**src/rtl/csched_pkg.sv**
```systemverilog
`timescale 1ns / 1ps
`default_nettype none
// ----------------------------------------------------------------------------
// Counter task scheduler package
// Shared constants, codes, slot record and helper functions.
// ----------------------------------------------------------------------------
package csched_pkg;

    localparam int NUM_SLOTS = 16;
    localparam int SLOT_W    = (NUM_SLOTS > 1) ? $clog2(NUM_SLOTS) : 1;
    localparam int LIFE_W    = 16;
    localparam int PRIO_W    = 8;

    localparam logic signed [LIFE_W-1:0] LIFE_MIN  = {1'b1, {(LIFE_W-1){1'b0}}};
    localparam logic signed [LIFE_W-1:0] LIFE_NONE = '1;

    localparam logic [1:0] RUN_RUNNING = 2'd0;
    localparam logic [1:0] RUN_ZOMBIE  = 2'd1;

    typedef enum logic [2:0] {
        CMD_TICK        = 3'd0,
        CMD_RESCHED     = 3'd1,
        CMD_EXIT        = 3'd2,
        CMD_PREEMPT_EN  = 3'd3,
        CMD_PREEMPT_DIS = 3'd4,
        CMD_INSTALL     = 3'd5
    } cmd_t;

    typedef enum logic [0:0] {
        ALU_DEC,
        ALU_RECHARGE
    } alu_op_t;

    typedef enum logic [2:0] {
        S_IDLE,
        S_EXEC,
        S_CLEAR,
        S_SCAN,
        S_RECHARGE,
        S_COMMIT,
        S_DONE
    } state_t;

    typedef struct packed {
        logic                     present;
        logic [1:0]               run_state;
        logic [PRIO_W-1:0]        priority_val;
        logic signed [LIFE_W-1:0] lifetime;
        logic                     preempt;
    } slot_t;

    typedef struct packed {
        logic present;
        logic run_state;
        logic priority_val;
        logic lifetime;
        logic preempt;
    } tbl_wr_t;

    // Maps the 4-bit slot field of an item onto a table address.
    function automatic logic [SLOT_W-1:0] addr_from_field(input logic [3:0] v);
        logic [31:0] w;
        w = 32'(v);
        return w[SLOT_W-1:0];
    endfunction

    // Maps a table address onto the 4-bit slot field of a result.
    function automatic logic [3:0] field_from_addr(input logic [SLOT_W-1:0] a);
        logic [31:0] w;
        w = 32'(a);
        return w[3:0];
    endfunction

endpackage

`default_nettype wire

```
**src/rtl/csched_if.sv**
```systemverilog
`timescale 1ns / 1ps
`default_nettype none
// ----------------------------------------------------------------------------
// Counter task scheduler channels
// Valid/ready interfaces for command items and status items.
// ----------------------------------------------------------------------------
interface csched_req_if;
    logic       valid;
    logic       ready;
    logic [2:0] cmd;
    logic [3:0] slot_index;
    logic       slot_present;
    logic [1:0] slot_run_state;
    logic [7:0] slot_priority;
    logic [8:0] slot_lifetime;

    modport source (
        output valid, cmd, slot_index, slot_present, slot_run_state,
               slot_priority, slot_lifetime,
        input  ready
    );
    modport sink (
        input  valid, cmd, slot_index, slot_present, slot_run_state,
               slot_priority, slot_lifetime,
        output ready
    );
endinterface

interface csched_rsp_if;
    logic               valid;
    logic               ready;
    logic [3:0]         current_slot;
    logic               switched;
    logic signed [15:0] current_lifetime;
    logic               current_preemptable;

    modport source (
        output valid, current_slot, switched, current_lifetime, current_preemptable,
        input  ready
    );
    modport sink (
        input  valid, current_slot, switched, current_lifetime, current_preemptable,
        output ready
    );
endinterface

`default_nettype wire

```
**src/rtl/csched_table.sv**
```systemverilog
`timescale 1ns / 1ps
`default_nettype none
// ----------------------------------------------------------------------------
// Slot table
// Per-slot task state with one shared address for reading and writing.
// ----------------------------------------------------------------------------
module csched_table
    import csched_pkg::*;
(
    input  wire logic              clk,
    input  wire logic              rst_n,
    input  wire logic [SLOT_W-1:0] addr,
    input  wire tbl_wr_t           wr,
    input  wire slot_t             wdata,
    output slot_t                  rdata
);

    logic                     present_reg  [NUM_SLOTS];
    logic [1:0]               run_reg      [NUM_SLOTS];
    logic [PRIO_W-1:0]        prio_reg     [NUM_SLOTS];
    logic signed [LIFE_W-1:0] life_reg     [NUM_SLOTS];
    logic                     preempt_reg  [NUM_SLOTS];

    always_ff @(posedge clk or negedge rst_n)
    begin
        if (!rst_n)
        begin
            for (int i = 0; i < NUM_SLOTS; i++)
            begin
                present_reg[i] <= (i == 0);
                run_reg[i]     <= RUN_RUNNING;
                prio_reg[i]    <= PRIO_W'(1);
                life_reg[i]    <= '0;
                preempt_reg[i] <= (i == 0);
            end
        end
        else
        begin
            if (wr.present)
            begin
                present_reg[addr] <= wdata.present;
            end
            if (wr.run_state)
            begin
                run_reg[addr] <= wdata.run_state;
            end
            if (wr.priority_val)
            begin
                prio_reg[addr] <= wdata.priority_val;
            end
            if (wr.lifetime)
            begin
                life_reg[addr] <= wdata.lifetime;
            end
            if (wr.preempt)
            begin
                preempt_reg[addr] <= wdata.preempt;
            end
        end
    end

    always_comb
    begin
        rdata.present      = present_reg[addr];
        rdata.run_state    = run_reg[addr];
        rdata.priority_val = prio_reg[addr];
        rdata.lifetime     = life_reg[addr];
        rdata.preempt      = preempt_reg[addr];
    end

endmodule

`default_nettype wire

```
**src/rtl/csched_alu.sv**
```systemverilog
`timescale 1ns / 1ps
`default_nettype none
// ----------------------------------------------------------------------------
// Lifetime unit
// Shared saturating decrement, recharge and compare against the running best.
// ----------------------------------------------------------------------------
module csched_alu
    import csched_pkg::*;
(
    input  wire alu_op_t                  op,
    input  wire logic signed [LIFE_W-1:0] lifetime,
    input  wire logic [PRIO_W-1:0]        prio,
    input  wire logic signed [LIFE_W-1:0] best,
    output logic signed [LIFE_W-1:0]      result,
    output logic                          greater
);

    logic signed [LIFE_W-1:0] halved;
    logic signed [LIFE_W:0]   sum;

    always_comb
    begin
        // An arithmetic shift gives the floor of half for negative values too.
        halved = lifetime >>> 1;
        sum    = {halved[LIFE_W-1], halved} + $signed({{(LIFE_W + 1 - PRIO_W){1'b0}}, prio});
        unique case (op)
            ALU_DEC:
            begin
                result = (lifetime == LIFE_MIN) ? lifetime : lifetime - LIFE_W'(1);
            end
            ALU_RECHARGE:
            begin
                result = sum[LIFE_W-1:0];
            end
            default:
            begin
                result = lifetime;
            end
        endcase
        greater = lifetime > best;
    end

endmodule

`default_nettype wire

```
**src/rtl/counter_task_scheduler.sv**
```systemverilog
`timescale 1ns / 1ps
`default_nettype none
// ----------------------------------------------------------------------------
// Counter task scheduler
// Command channel in, one status item out per command.
// ----------------------------------------------------------------------------
// Each command item on req produces exactly one status item on rsp giving the
// current slot, whether it changed, and its lifetime and preempt flag.
// The block takes one item at a time: req.ready is high only while idle.
// Preempt, install, unused codes and a tick that does not expire go from the
// execute state straight to the result. A reschedule clears the current slot,
// walks the slot table one slot per cycle through the shared lifetime unit and
// commits the pick; when the largest runnable lifetime is zero, one recharge
// pass plus a second search follow the first search. The single table port
// sets this pace. The next item can be accepted in the cycle after the result
// is registered.
// The result sits in an output register; a new item is accepted while it
// waits, and the block holds in its final state until rsp frees the register.
// Reset clears the table to slot 0 present and current with its preempt flag
// set, all priorities one and all lifetimes zero, and empties the output.
// ----------------------------------------------------------------------------
module counter_task_scheduler
    import csched_pkg::*;
(
    input  wire logic    clk,
    input  wire logic    rst_n,
    csched_req_if.sink   req,
    csched_rsp_if.source rsp
);

    state_t             state_reg, state_next;
    logic [2:0]         cmd_reg, cmd_next;
    logic [3:0]         idx_reg, idx_next;
    logic               pres_reg, pres_next;
    logic [1:0]         run_reg, run_next;
    logic [PRIO_W-1:0]  prio_reg, prio_next;
    logic [8:0]         life_reg, life_next;
    logic [SLOT_W-1:0]  cur_reg, cur_next;
    logic [SLOT_W-1:0]  prev_reg, prev_next;
    logic [SLOT_W-1:0]  scan_reg, scan_next;
    logic [SLOT_W-1:0]  pick_reg, pick_next;
    logic signed [LIFE_W-1:0] best_reg, best_next;

    logic               out_valid_reg, out_valid_next;
    logic [3:0]         out_slot_reg, out_slot_next;
    logic               out_sw_reg, out_sw_next;
    logic signed [LIFE_W-1:0] out_life_reg, out_life_next;
    logic               out_pre_reg, out_pre_next;

    logic [SLOT_W-1:0]  tbl_addr;
    tbl_wr_t            tbl_wr;
    slot_t              tbl_wdata;
    slot_t              tbl_rdata;

    alu_op_t                  alu_op;
    logic signed [LIFE_W-1:0] alu_result;
    logic                     alu_greater;

    logic               scan_last;
    logic               install_ok;
    logic               candidate;
    logic signed [LIFE_W-1:0] best_cand;
    logic [SLOT_W-1:0]  pick_cand;

    csched_table u_table (
        .clk   (clk),
        .rst_n (rst_n),
        .addr  (tbl_addr),
        .wr    (tbl_wr),
        .wdata (tbl_wdata),
        .rdata (tbl_rdata)
    );

    csched_alu u_alu (
        .op       (alu_op),
        .lifetime (tbl_rdata.lifetime),
        .prio     (tbl_rdata.priority_val),
        .best     (best_reg),
        .result   (alu_result),
        .greater  (alu_greater)
    );

    always_ff @(posedge clk or negedge rst_n)
    begin
        if (!rst_n)
        begin
            state_reg     <= S_IDLE;
            cur_reg       <= '0;
            out_valid_reg <= 1'b0;
        end
        else
        begin
            state_reg     <= state_next;
            cur_reg       <= cur_next;
            out_valid_reg <= out_valid_next;
        end
    end

    always_ff @(posedge clk)
    begin
        cmd_reg      <= cmd_next;
        idx_reg      <= idx_next;
        pres_reg     <= pres_next;
        run_reg      <= run_next;
        prio_reg     <= prio_next;
        life_reg     <= life_next;
        prev_reg     <= prev_next;
        scan_reg     <= scan_next;
        pick_reg     <= pick_next;
        best_reg     <= best_next;
        out_slot_reg <= out_slot_next;
        out_sw_reg   <= out_sw_next;
        out_life_reg <= out_life_next;
        out_pre_reg  <= out_pre_next;
    end

    always_comb
    begin
        state_next     = state_reg;
        cmd_next       = cmd_reg;
        idx_next       = idx_reg;
        pres_next      = pres_reg;
        run_next       = run_reg;
        prio_next      = prio_reg;
        life_next      = life_reg;
        cur_next       = cur_reg;
        prev_next      = prev_reg;
        scan_next      = scan_reg;
        pick_next      = pick_reg;
        best_next      = best_reg;
        out_valid_next = out_valid_reg && !rsp.ready;
        out_slot_next  = out_slot_reg;
        out_sw_next    = out_sw_reg;
        out_life_next  = out_life_reg;
        out_pre_next   = out_pre_reg;

        req.ready = 1'b0;
        tbl_addr  = cur_reg;
        tbl_wr    = '0;
        tbl_wdata = tbl_rdata;
        alu_op    = ALU_DEC;

        scan_last  = scan_reg == SLOT_W'(NUM_SLOTS - 1);
        install_ok = 32'(idx_reg) < 32'(NUM_SLOTS);
        candidate  = tbl_rdata.present && (tbl_rdata.run_state == RUN_RUNNING) && alu_greater;
        best_cand  = candidate ? tbl_rdata.lifetime : best_reg;
        pick_cand  = candidate ? scan_reg : pick_reg;

        unique case (state_reg)
            S_IDLE:
            begin
                req.ready = 1'b1;
                if (req.valid)
                begin
                    cmd_next   = req.cmd;
                    idx_next   = req.slot_index;
                    pres_next  = req.slot_present;
                    run_next   = req.slot_run_state;
                    prio_next  = req.slot_priority;
                    life_next  = req.slot_lifetime;
                    prev_next  = cur_reg;
                    state_next = S_EXEC;
                end
            end

            S_EXEC:
            begin
                state_next = S_DONE;
                unique case (cmd_reg)
                    CMD_TICK:
                    begin
                        alu_op             = ALU_DEC;
                        tbl_wdata.lifetime = alu_result;
                        tbl_wr.lifetime    = 1'b1;
                        if ((alu_result <= 0) && tbl_rdata.preempt)
                        begin
                            state_next = S_CLEAR;
                        end
                    end
                    CMD_RESCHED:
                    begin
                        state_next = S_CLEAR;
                    end
                    CMD_EXIT:
                    begin
                        tbl_wdata.run_state = RUN_ZOMBIE;
                        tbl_wr.run_state    = 1'b1;
                        state_next          = S_CLEAR;
                    end
                    CMD_PREEMPT_EN:
                    begin
                        tbl_wdata.preempt = 1'b1;
                        tbl_wr.preempt    = 1'b1;
                    end
                    CMD_PREEMPT_DIS:
                    begin
                        tbl_wdata.preempt = 1'b0;
                        tbl_wr.preempt    = 1'b1;
                    end
                    CMD_INSTALL:
                    begin
                        tbl_addr               = addr_from_field(idx_reg);
                        tbl_wdata.present      = pres_reg;
                        tbl_wdata.run_state    = run_reg;
                        tbl_wdata.priority_val = (prio_reg == '0) ? PRIO_W'(1) : prio_reg;
                        tbl_wdata.lifetime     = $signed({{(LIFE_W - 9){1'b0}}, life_reg});
                        tbl_wr.present         = install_ok;
                        tbl_wr.run_state       = install_ok;
                        tbl_wr.priority_val    = install_ok;
                        tbl_wr.lifetime        = install_ok;
                    end
                    default:
                    begin
                        // Unused command codes leave the state alone.
                        state_next = S_DONE;
                    end
                endcase
            end

            S_CLEAR:
            begin
                tbl_wdata.lifetime = '0;
                tbl_wdata.preempt  = 1'b0;
                tbl_wr.lifetime    = 1'b1;
                tbl_wr.preempt     = 1'b1;
                scan_next          = '0;
                best_next          = LIFE_NONE;
                pick_next          = '0;
                state_next         = S_SCAN;
            end

            S_SCAN:
            begin
                tbl_addr  = scan_reg;
                best_next = best_cand;
                pick_next = pick_cand;
                scan_next = scan_reg + SLOT_W'(1);
                if (scan_last)
                begin
                    scan_next = '0;
                    // A best lifetime of zero means every runnable slot is spent.
                    state_next = (best_cand == '0) ? S_RECHARGE : S_COMMIT;
                end
            end

            S_RECHARGE:
            begin
                tbl_addr           = scan_reg;
                alu_op             = ALU_RECHARGE;
                tbl_wdata.lifetime = alu_result;
                tbl_wr.lifetime    = tbl_rdata.present;
                scan_next          = scan_reg + SLOT_W'(1);
                if (scan_last)
                begin
                    scan_next  = '0;
                    best_next  = LIFE_NONE;
                    pick_next  = '0;
                    state_next = S_SCAN;
                end
            end

            S_COMMIT:
            begin
                tbl_addr          = pick_reg;
                tbl_wdata.preempt = 1'b1;
                tbl_wr.preempt    = 1'b1;
                cur_next          = pick_reg;
                state_next        = S_DONE;
            end

            S_DONE:
            begin
                if (!out_valid_reg || rsp.ready)
                begin
                    out_valid_next = 1'b1;
                    out_slot_next  = field_from_addr(cur_reg);
                    out_sw_next    = cur_reg != prev_reg;
                    out_life_next  = tbl_rdata.lifetime;
                    out_pre_next   = tbl_rdata.preempt;
                    state_next     = S_IDLE;
                end
            end

            default:
            begin
                state_next = S_IDLE;
            end
        endcase
    end

    assign rsp.valid               = out_valid_reg;
    assign rsp.current_slot        = out_slot_reg;
    assign rsp.switched            = out_sw_reg;
    assign rsp.current_lifetime    = out_life_reg;
    assign rsp.current_preemptable = out_pre_reg;

endmodule

`default_nettype wire

```
**src/flat_wrapper.sv**
```systemverilog
// flat-port wrapper written by rule: the top's interface ports become plain ports
module counter_task_scheduler_flat import csched_pkg::*;
  (clk, rst_n, req_valid, req_cmd, req_slot_index, req_slot_present, req_slot_run_state, req_slot_priority, req_slot_lifetime, req_ready, rsp_valid, rsp_current_slot, rsp_switched, rsp_current_lifetime, rsp_current_preemptable, rsp_ready);
  csched_req_if req_i ();
  csched_rsp_if rsp_i ();
  input  wire logic clk;
  input  wire logic rst_n;
  input wire logic [$bits(req_i.valid)-1:0] req_valid;
  input wire logic [$bits(req_i.cmd)-1:0] req_cmd;
  input wire logic [$bits(req_i.slot_index)-1:0] req_slot_index;
  input wire logic [$bits(req_i.slot_present)-1:0] req_slot_present;
  input wire logic [$bits(req_i.slot_run_state)-1:0] req_slot_run_state;
  input wire logic [$bits(req_i.slot_priority)-1:0] req_slot_priority;
  input wire logic [$bits(req_i.slot_lifetime)-1:0] req_slot_lifetime;
  output wire logic [$bits(req_i.ready)-1:0] req_ready;
  output wire logic [$bits(rsp_i.valid)-1:0] rsp_valid;
  output wire logic [$bits(rsp_i.current_slot)-1:0] rsp_current_slot;
  output wire logic [$bits(rsp_i.switched)-1:0] rsp_switched;
  output wire logic [$bits(rsp_i.current_lifetime)-1:0] rsp_current_lifetime;
  output wire logic [$bits(rsp_i.current_preemptable)-1:0] rsp_current_preemptable;
  input wire logic [$bits(rsp_i.ready)-1:0] rsp_ready;
  assign req_i.valid = req_valid;
  assign req_i.cmd = req_cmd;
  assign req_i.slot_index = req_slot_index;
  assign req_i.slot_present = req_slot_present;
  assign req_i.slot_run_state = req_slot_run_state;
  assign req_i.slot_priority = req_slot_priority;
  assign req_i.slot_lifetime = req_slot_lifetime;
  assign req_ready = req_i.ready;
  assign rsp_valid = rsp_i.valid;
  assign rsp_current_slot = rsp_i.current_slot;
  assign rsp_switched = rsp_i.switched;
  assign rsp_current_lifetime = rsp_i.current_lifetime;
  assign rsp_current_preemptable = rsp_i.current_preemptable;
  assign rsp_i.ready = rsp_ready;
  counter_task_scheduler u_core (.clk(clk), .rst_n(rst_n), .req(req_i), .rsp(rsp_i));
endmodule
```
**config.mk**
```make
export PLATFORM = sky130hd
export DESIGN_NAME = counter_task_scheduler_flat
export DESIGN_NICKNAME = d
export VERILOG_FILES = /design/src/rtl/csched_pkg.sv /design/src/rtl/csched_if.sv /design/src/rtl/csched_table.sv /design/src/rtl/csched_alu.sv /design/src/rtl/counter_task_scheduler.sv /design/src/flat_wrapper.sv
export SDC_FILE = /design/constraint.sdc
export NUM_CORES = 1
export LEC_CHECK = 0
export BUFFER_PORTS_ARGS = -buffer_cell sky130_fd_sc_hd__buf_4
export CORE_MARGIN = 1
export CORE_UTILIZATION = 42
export CTS_CLUSTER_DIAMETER = 60
export CTS_CLUSTER_SIZE = 20
export DETAILED_ROUTE_END_ITERATION = 6
export PLACE_DENSITY = 0.55
export SLEW_MARGIN = 20
export SYNTH_ARGS = -nofsm -noshare
export SYNTH_HDL_FRONTEND = slang
export SYNTH_SLANG_ARGS = --single-unit
```
**constraint.sdc**
```tcl
create_clock -name clk -period 7.4 [get_ports clk]
set_input_delay 1.11 -clock clk [delete_from_list [all_inputs] [get_ports clk]]
set_output_delay 1.11 -clock clk [all_outputs]
set_load 0.03 [all_outputs]
```
Yosys cells after proc, flatten, opt, wreduce, memory -nomap -nowiden
Cells that the tools add are included.
{ "totals": {"word_cells": 219, "out_inout_bits": 24, "regBits": 533, "ram_bits": 0, "input_bits": 31, "n_memories": 0, "latchBits": 0, "mem_bits_ro": 0} }
{ "op_classes": {"muxes": 68, "eq_ne": 19, "bitwise": 2, "div": 0, "magnitude_cmp": 4, "mul": 0, "add_sub_neg": 3, "n_reduce_logical": 26, "shift": 0} }
{ "ops": {"columns": ["op", "n"], "rows": [
  ["bitwise mux 256 bit", 1],
  ["bitwise mux 128 bit", 1],
  ["two-way mux 16 bit", 6],
  ["case mux 16 bit (3 select lines)", 2],
  ["binary-select mux 16 bit (select 4 bit)", 1],
  ["demux 16 bit (select 4 bit)", 1],
  ["case mux 16 bit (2 select lines)", 2],
  ["two-way mux 8 bit", 5],
  ["binary-select mux 8 bit (select 4 bit)", 1],
  ["bitwise mux 16 bit", 2],
  ["bitwise mux 32 bit", 1],
  ["demux 8 bit (select 4 bit)", 1],
  ["case mux 4 bit (3 select lines)", 2],
  ["case mux 3 bit (7 select lines)", 1],
  ["two-way mux 3 bit", 6],
  ["adder 15 x 9 -> 16 bit", 1],
  ["== test 16 bit, second input constant", 1],
  ["greater-than comparator 16 bit", 1],
  ["<= comparator 16 x 1 -> 1 bit, second input constant", 1],
  ["zero test 16 bit", 1],
  ["two-way mux 4 bit", 4],
  ["subtractor 16 x 2 -> 16 bit, second input constant", 1],
  ["== test 3 bit, second input constant", 5],
  ["two-way mux 1 bit", 15],
  ["other kinds (34)", 59]
]} }

Longest topological paths before layout
{ "depth": {"depth_word": 15, "mapped_depth": 30, "depth_no_buf": 21} }

Hierarchy
A second synthesis with hierarchy kept.
{ "unflattened": {"hier_cells": 1831, "area_unflattened_um2": 26218.9} }
{ "by_module_without_submodules": {"columns": ["module", "cells_per_inst", "seq_area_each_um2", "instances", "area_each_um2"], "rows": [
  ["csched_table", 1296, 11233.3, 1, 20598.5],
  ["counter_task_scheduler", 328, 2512.4, 1, 4065.1],
  ["csched_alu", 207, 0.0, 1, 1555.2]
]} }

Worst setup path before layout
OpenSTA, ideal clock, no wires.
{ "synth_timing": {"path_type": "register to register", "from": "register u_core.cmd_reg[1]", "to": "register u_core.u_table.life_reg[46] (netlist bit)", "arrival_ps": 6372, "stages_incl_launch_ff": 27, "period_less_slack_ps": 6450, "setup_slack_ps": 950, "required_ps": 7323, "path_cell_list": "edfxtp_1 -> and3b_4 -> mux2i_4 -> and3_1 -> buf_2 -> buf_4 -> buf_4 -> buf_4 -> clkbuf_1 -> clkbuf_1 -> buf_1 -> clkbuf_1 -> clkbuf_1 -> nand2_1 -> nand3_1 -> nand3_1 -> a31oi_1 -> ha_1 -> clkbuf_1 -> a2111oi_0 -> a211oi_1 -> o22a_1 -> and4_1 -> nor3_2 -> buf_2 -> nor3_1 -> a21oi_1"} }
{ "synth_via": {"elab_chain_len": 13, "elab_cells_between_ends": 30} }
{ "synth_lines": {"columns": ["item", "line", "text"], "rows": [
  ["start: declaration", "counter_task_scheduler.sv:32", "logic [2:0] cmd_reg, cmd_next;"],
  ["start signal: assignment", "counter_task_scheduler.sv:101", "cmd_reg <= cmd_next;"],
  ["== test 3 bit", "counter_task_scheduler.sv:169", "unique case (cmd_reg)"],
  ["two-way mux 4 bit", "counter_task_scheduler.sv:169", null],
  ["case mux 4 bit (3 select lines)", "counter_task_scheduler.sv:149", "unique case (state_reg)"],
  ["inverter 4 -> 5 bit (implied by the code)", null, null],
  ["binary-select mux 16 bit (select 4 bit)", "csched_table.sv:67", "rdata.lifetime = life_reg[addr];"],
  ["two-way mux 16 bit (implied by the code) (2 in a row)", "csched_table.sv:67", null],
  ["subtractor 16 x 2 -> 16 bit or == test 16 bit (tied branches)", "csched_alu.sv:29", "result = (lifetime == LIFE_MIN) ? lifetime : lifetime - LIFE_W'(1);"],
  ["two-way mux 16 bit", "csched_alu.sv:29", null],
  ["case mux 16 bit (2 select lines)", "csched_alu.sv:26", "unique case (op)"],
  ["case mux 16 bit (2 select lines)", "counter_task_scheduler.sv:169", null],
  ["case mux 16 bit (3 select lines)", "counter_task_scheduler.sv:149", null],
  ["bitwise mux 256 bit", "csched_table.sv:53", "life_reg[addr] <= wdata.lifetime;"],
  ["end signal: indexed assignment", "csched_table.sv:53", null],
  ["end: declaration", "csched_table.sv:21", "logic signed [LIFE_W-1:0] life_reg [NUM_SLOTS];"]
]} }
Parallel ways exist; a longest one is shown, timed or not. The select of a mux whose other input is x is not followed.
A chain may end at the register's enable or synchronous reset.

Worst setup path after layout
{ "layout_timing": {"from": "register u_core.cmd_reg[0]", "to": "register u_core.state_reg[2]"} }
{ "layout_via": {"elab_chain_len": 15, "elab_cells_between_ends": 27} }
{ "layout_lines": {"columns": ["item", "line", "text"], "rows": [
  ["== test 3 bit", "counter_task_scheduler.sv:169", null],
  ["two-way mux 4 bit", "counter_task_scheduler.sv:169", null],
  ["case mux 4 bit (3 select lines)", "counter_task_scheduler.sv:149", null],
  ["inverter 4 -> 5 bit (implied by the code)", "csched_table.sv:66, csched_table.sv:67, csched_table.sv:68", null],
  ["binary-select mux 16 bit (select 4 bit)", "csched_table.sv:67", null],
  ["two-way mux 16 bit (implied by the code) (2 in a row)", "csched_table.sv:67", null],
  ["subtractor 16 x 2 -> 16 bit or == test 16 bit (tied branches)", "csched_alu.sv:29", null],
  ["two-way mux 16 bit", "csched_alu.sv:29", null],
  ["case mux 16 bit (2 select lines)", "csched_alu.sv:26", null],
  ["<= comparator 16 x 1 -> 1 bit", "counter_task_scheduler.sv:175", "if ((alu_result <= 0) && tbl_rdata.preempt)"],
  ["logical AND 1 bit", "counter_task_scheduler.sv:175", null],
  ["two-way mux 3 bit", "counter_task_scheduler.sv:175", null],
  ["case mux 3 bit (2 select lines) (*)", "counter_task_scheduler.sv:169", null],
  ["case mux 3 bit (7 select lines) (*)", "counter_task_scheduler.sv:149", null],
  ["end signal: assignment", "counter_task_scheduler.sv:93", "state_reg <= state_next;"],
  ["end: declaration", "counter_task_scheduler.sv:31", "state_t state_reg, state_next;"]
]} }
Every way passes the cells marked *; elsewhere a longest branch is shown, timed or not. The select of a mux whose other input is x is not followed.

==> flow_summary.ini <==
[timing]
final-setup-viol-count = 0
layout_min_cycle_time_ns = 7.11
rsz0062_at_grt = no
relSlewSlack = 0.272
fin_crit_sh = 0.961
fmax_mhz = 141
worstMarginPinSlew_ns = 1.09
slew_violations = 0
finalClockSkew_ns = 0.0591
hold_viol = 0
setup_tns_ns = 0

[routing]
via_per_inst = 5.91
drtIter0Drc = 2063
firstDrtPassIters = 6
drt_wl_total_um = 86000
detail-route-antenna-nets = 0
vias = 21600
drc = 0
wl_per_cell_um = 23.5

[finish]
largest_register_ffs = 256
antenna_cells = 0
num-nets-final = 2826
final_util = 0.478
mostFrequentLayoutCells = nand2_1, dfrtp_1, mux2_2
drive_above_1_share = 0.205
layout_commonest_cell = nand2_1
syn_to_final_growth_pct = 11.9

[setup_path]
crit_type = reg2reg
r2r_slack_ns = 0.29
arrival_ns = 7.55
reg2regPathDepth = 22
end_kind = register
critPathLaunchType = register
worstPathRequired_ns = 7.84
path_max_fanout = 14

[grt]
grt_pass1_wl_um = 132000
antenna_found_initial = 0
grt_pass1_vias = 21000
grtUsageTotal = 0.261
gr-total-overflow = 0
grt_start_max_net_pins = 192

[clock_tree]
clk_pin_slew_ns = 0.08
cts_buffers = 45
clkSinkCount = 533
cts_max_level = 2
clk_path_buf_depth = 3
cts_tree = built
cts_root_buf = clkbuf_16
insertion_delay_ns = 0.65

[run]
cap_viol_max_count = 0

[synthesis]
async_flop_share = 0.856
synthMuxAreaShare = 0.117
synth_warnings = 0
synth_xor_area_frac = 0.00518
synth_top_family_by_area = simple AND/OR/NAND/NOR gates
synth_enable_flop_cells = 77
syn_nets = 2803
synth-simple-area-share = 0.177
postSynthAreaPerCell_um2 = 9.84
ys.flop_type = dfrtp_1
synthAdderAreaFrac = 0.0115
yosysSeqAreaShare = 0.508
ys_seq_elements = 533
synth_compound_gate_area_share = 0.141
netlist_area_um2 = 27000
synth.distinct_cells = 101
syn_inst = 2748

[die]
rows = 92
core_area_um2 = 63300
dieArea_um2 = 65400
die_w_um = 256
initial_utilization = 0.427
io-pin-count = 55
die_h_um = 256

[run_status]
status = complete, no violations

[placed_design]
place_hpwl_um = 57800
gp_congestion = 0.917
io_buffers = 54

[hold_path]
hold_class = reg2reg
hold-path-cell-count = 2
==> repair_timing <==
action | 4_1_cts | 5_1_grt
hold buffers | 0 | 0
setup endpoints to repair | 0 | 1
resized for setup | 0 | 5
buffers inserted | 0 | 2
==> worst max-delay path, stage by stage, from the launching register on <==
cell,delay [ns]
edfxtp_1,0.67
and3b_4,0.33
o221ai_1,0.26
a221oi_4,0.51
buf_4,0.34
nand2b_1,0.50
buf_4,0.31
a31oi_1,0.08
a22o_1,0.29
a311o_1,0.40
ha_1,0.36
inv_1,0.08
nor2_1,0.09
o21ai_0,0.11
nand2_1,0.13
nor2_1,0.06
a311oi_2,0.64
a21oi_1,0.12
o21ai_0,0.36
o221ai_1,0.22
a2111oi_1,0.81
buf_4,0.23
a21oi_1,0.06
==> synthesized netlist by cell type (all sizes together), types with 40 or more instances <==
master	number	area share
a21oi	133	0.025
a31oi	90	0.021
buf	82	0.018
clkbuf	115	0.016
dfrtp	438	0.41
edfxtp	77	0.086
inv	40	0.0056
mux2	237	0.099
mux2i	45	0.017
nand2	561	0.078
nand3	143	0.026
nor2	211	0.030
nor3	45	0.0089
o21ai	140	0.026
==> cell type report <==
cell class | count | area [µm²]
clock buffer | 51 | 1170
timing repair buffer | 172 | 1410
inverter | 42 | 158
clock inverter | 33 | 368
fill | 5981 | 33100
multi-input combinational | 1977 | 12300
tap | 846 | 1060
sequential | 533 | 13700
==> kinds of logic after synthesis <==
| group | count (synthesis) |
|---|---|
| multiplexers | 284 |
| flip-flops | 533 |
| AO/OA/AOI/OAI | 575 |
| buffers and inverters | 239 |
| AND/OR/NAND/NOR | 1076 |
| XOR/XNOR | 16 |
| adder cells (fa/ha/maj) | 25 |
==> per-layer routing <==
| metal | track usage | wire length (µm) | up-vias |
|---|---|---|---|
| met5 | 0 | 0 | - |
| met4 | 0.0845 | 2590 | 0 |
| met3 | 0.0355 | 5300 | 141 |
| met2 | 0.406 | 39300 | 717 |
| met1 | 0.375 | 38800 | 10900 |
| li1 | - | - | 9855 |
==> path summary, 6_finish.rpt <==
kind / startpoint / to
worst max register to register: u_core.cmd_reg[0] / u_core.state_reg[2]
worst min-delay path: u_core.u_table.life_reg[139] / u_core.u_table.life_reg[139]
max in group asynchronous: rst_n / u_core.u_table.prio_reg[116]
worst max-delay path: u_core.cmd_reg[0] / u_core.state_reg[2]
min in group asynchronous: rst_n / u_core.u_table.life_reg[248]
worst min register to register: u_core.u_table.life_reg[139] / u_core.u_table.life_reg[139]
==> per-stage QoR <==
stage                     hold WS, ns  instance area, µm²  worst slack [ns]  cells
after global placement          0.459               28600             0.249   3566
after floorplan                 0.444               27000             0.950   2748
after global routing            0.502               30300            0.0101   3654
final                           0.485               30300             0.285   3654
after CTS                       0.487               30200             0.282   3650
after detailed placement        0.470               28700             0.329   3566
Power is left out: the tool's default activity adds up to more than one toggle a clock period on the data nets, which glitch-free logic cannot reach.
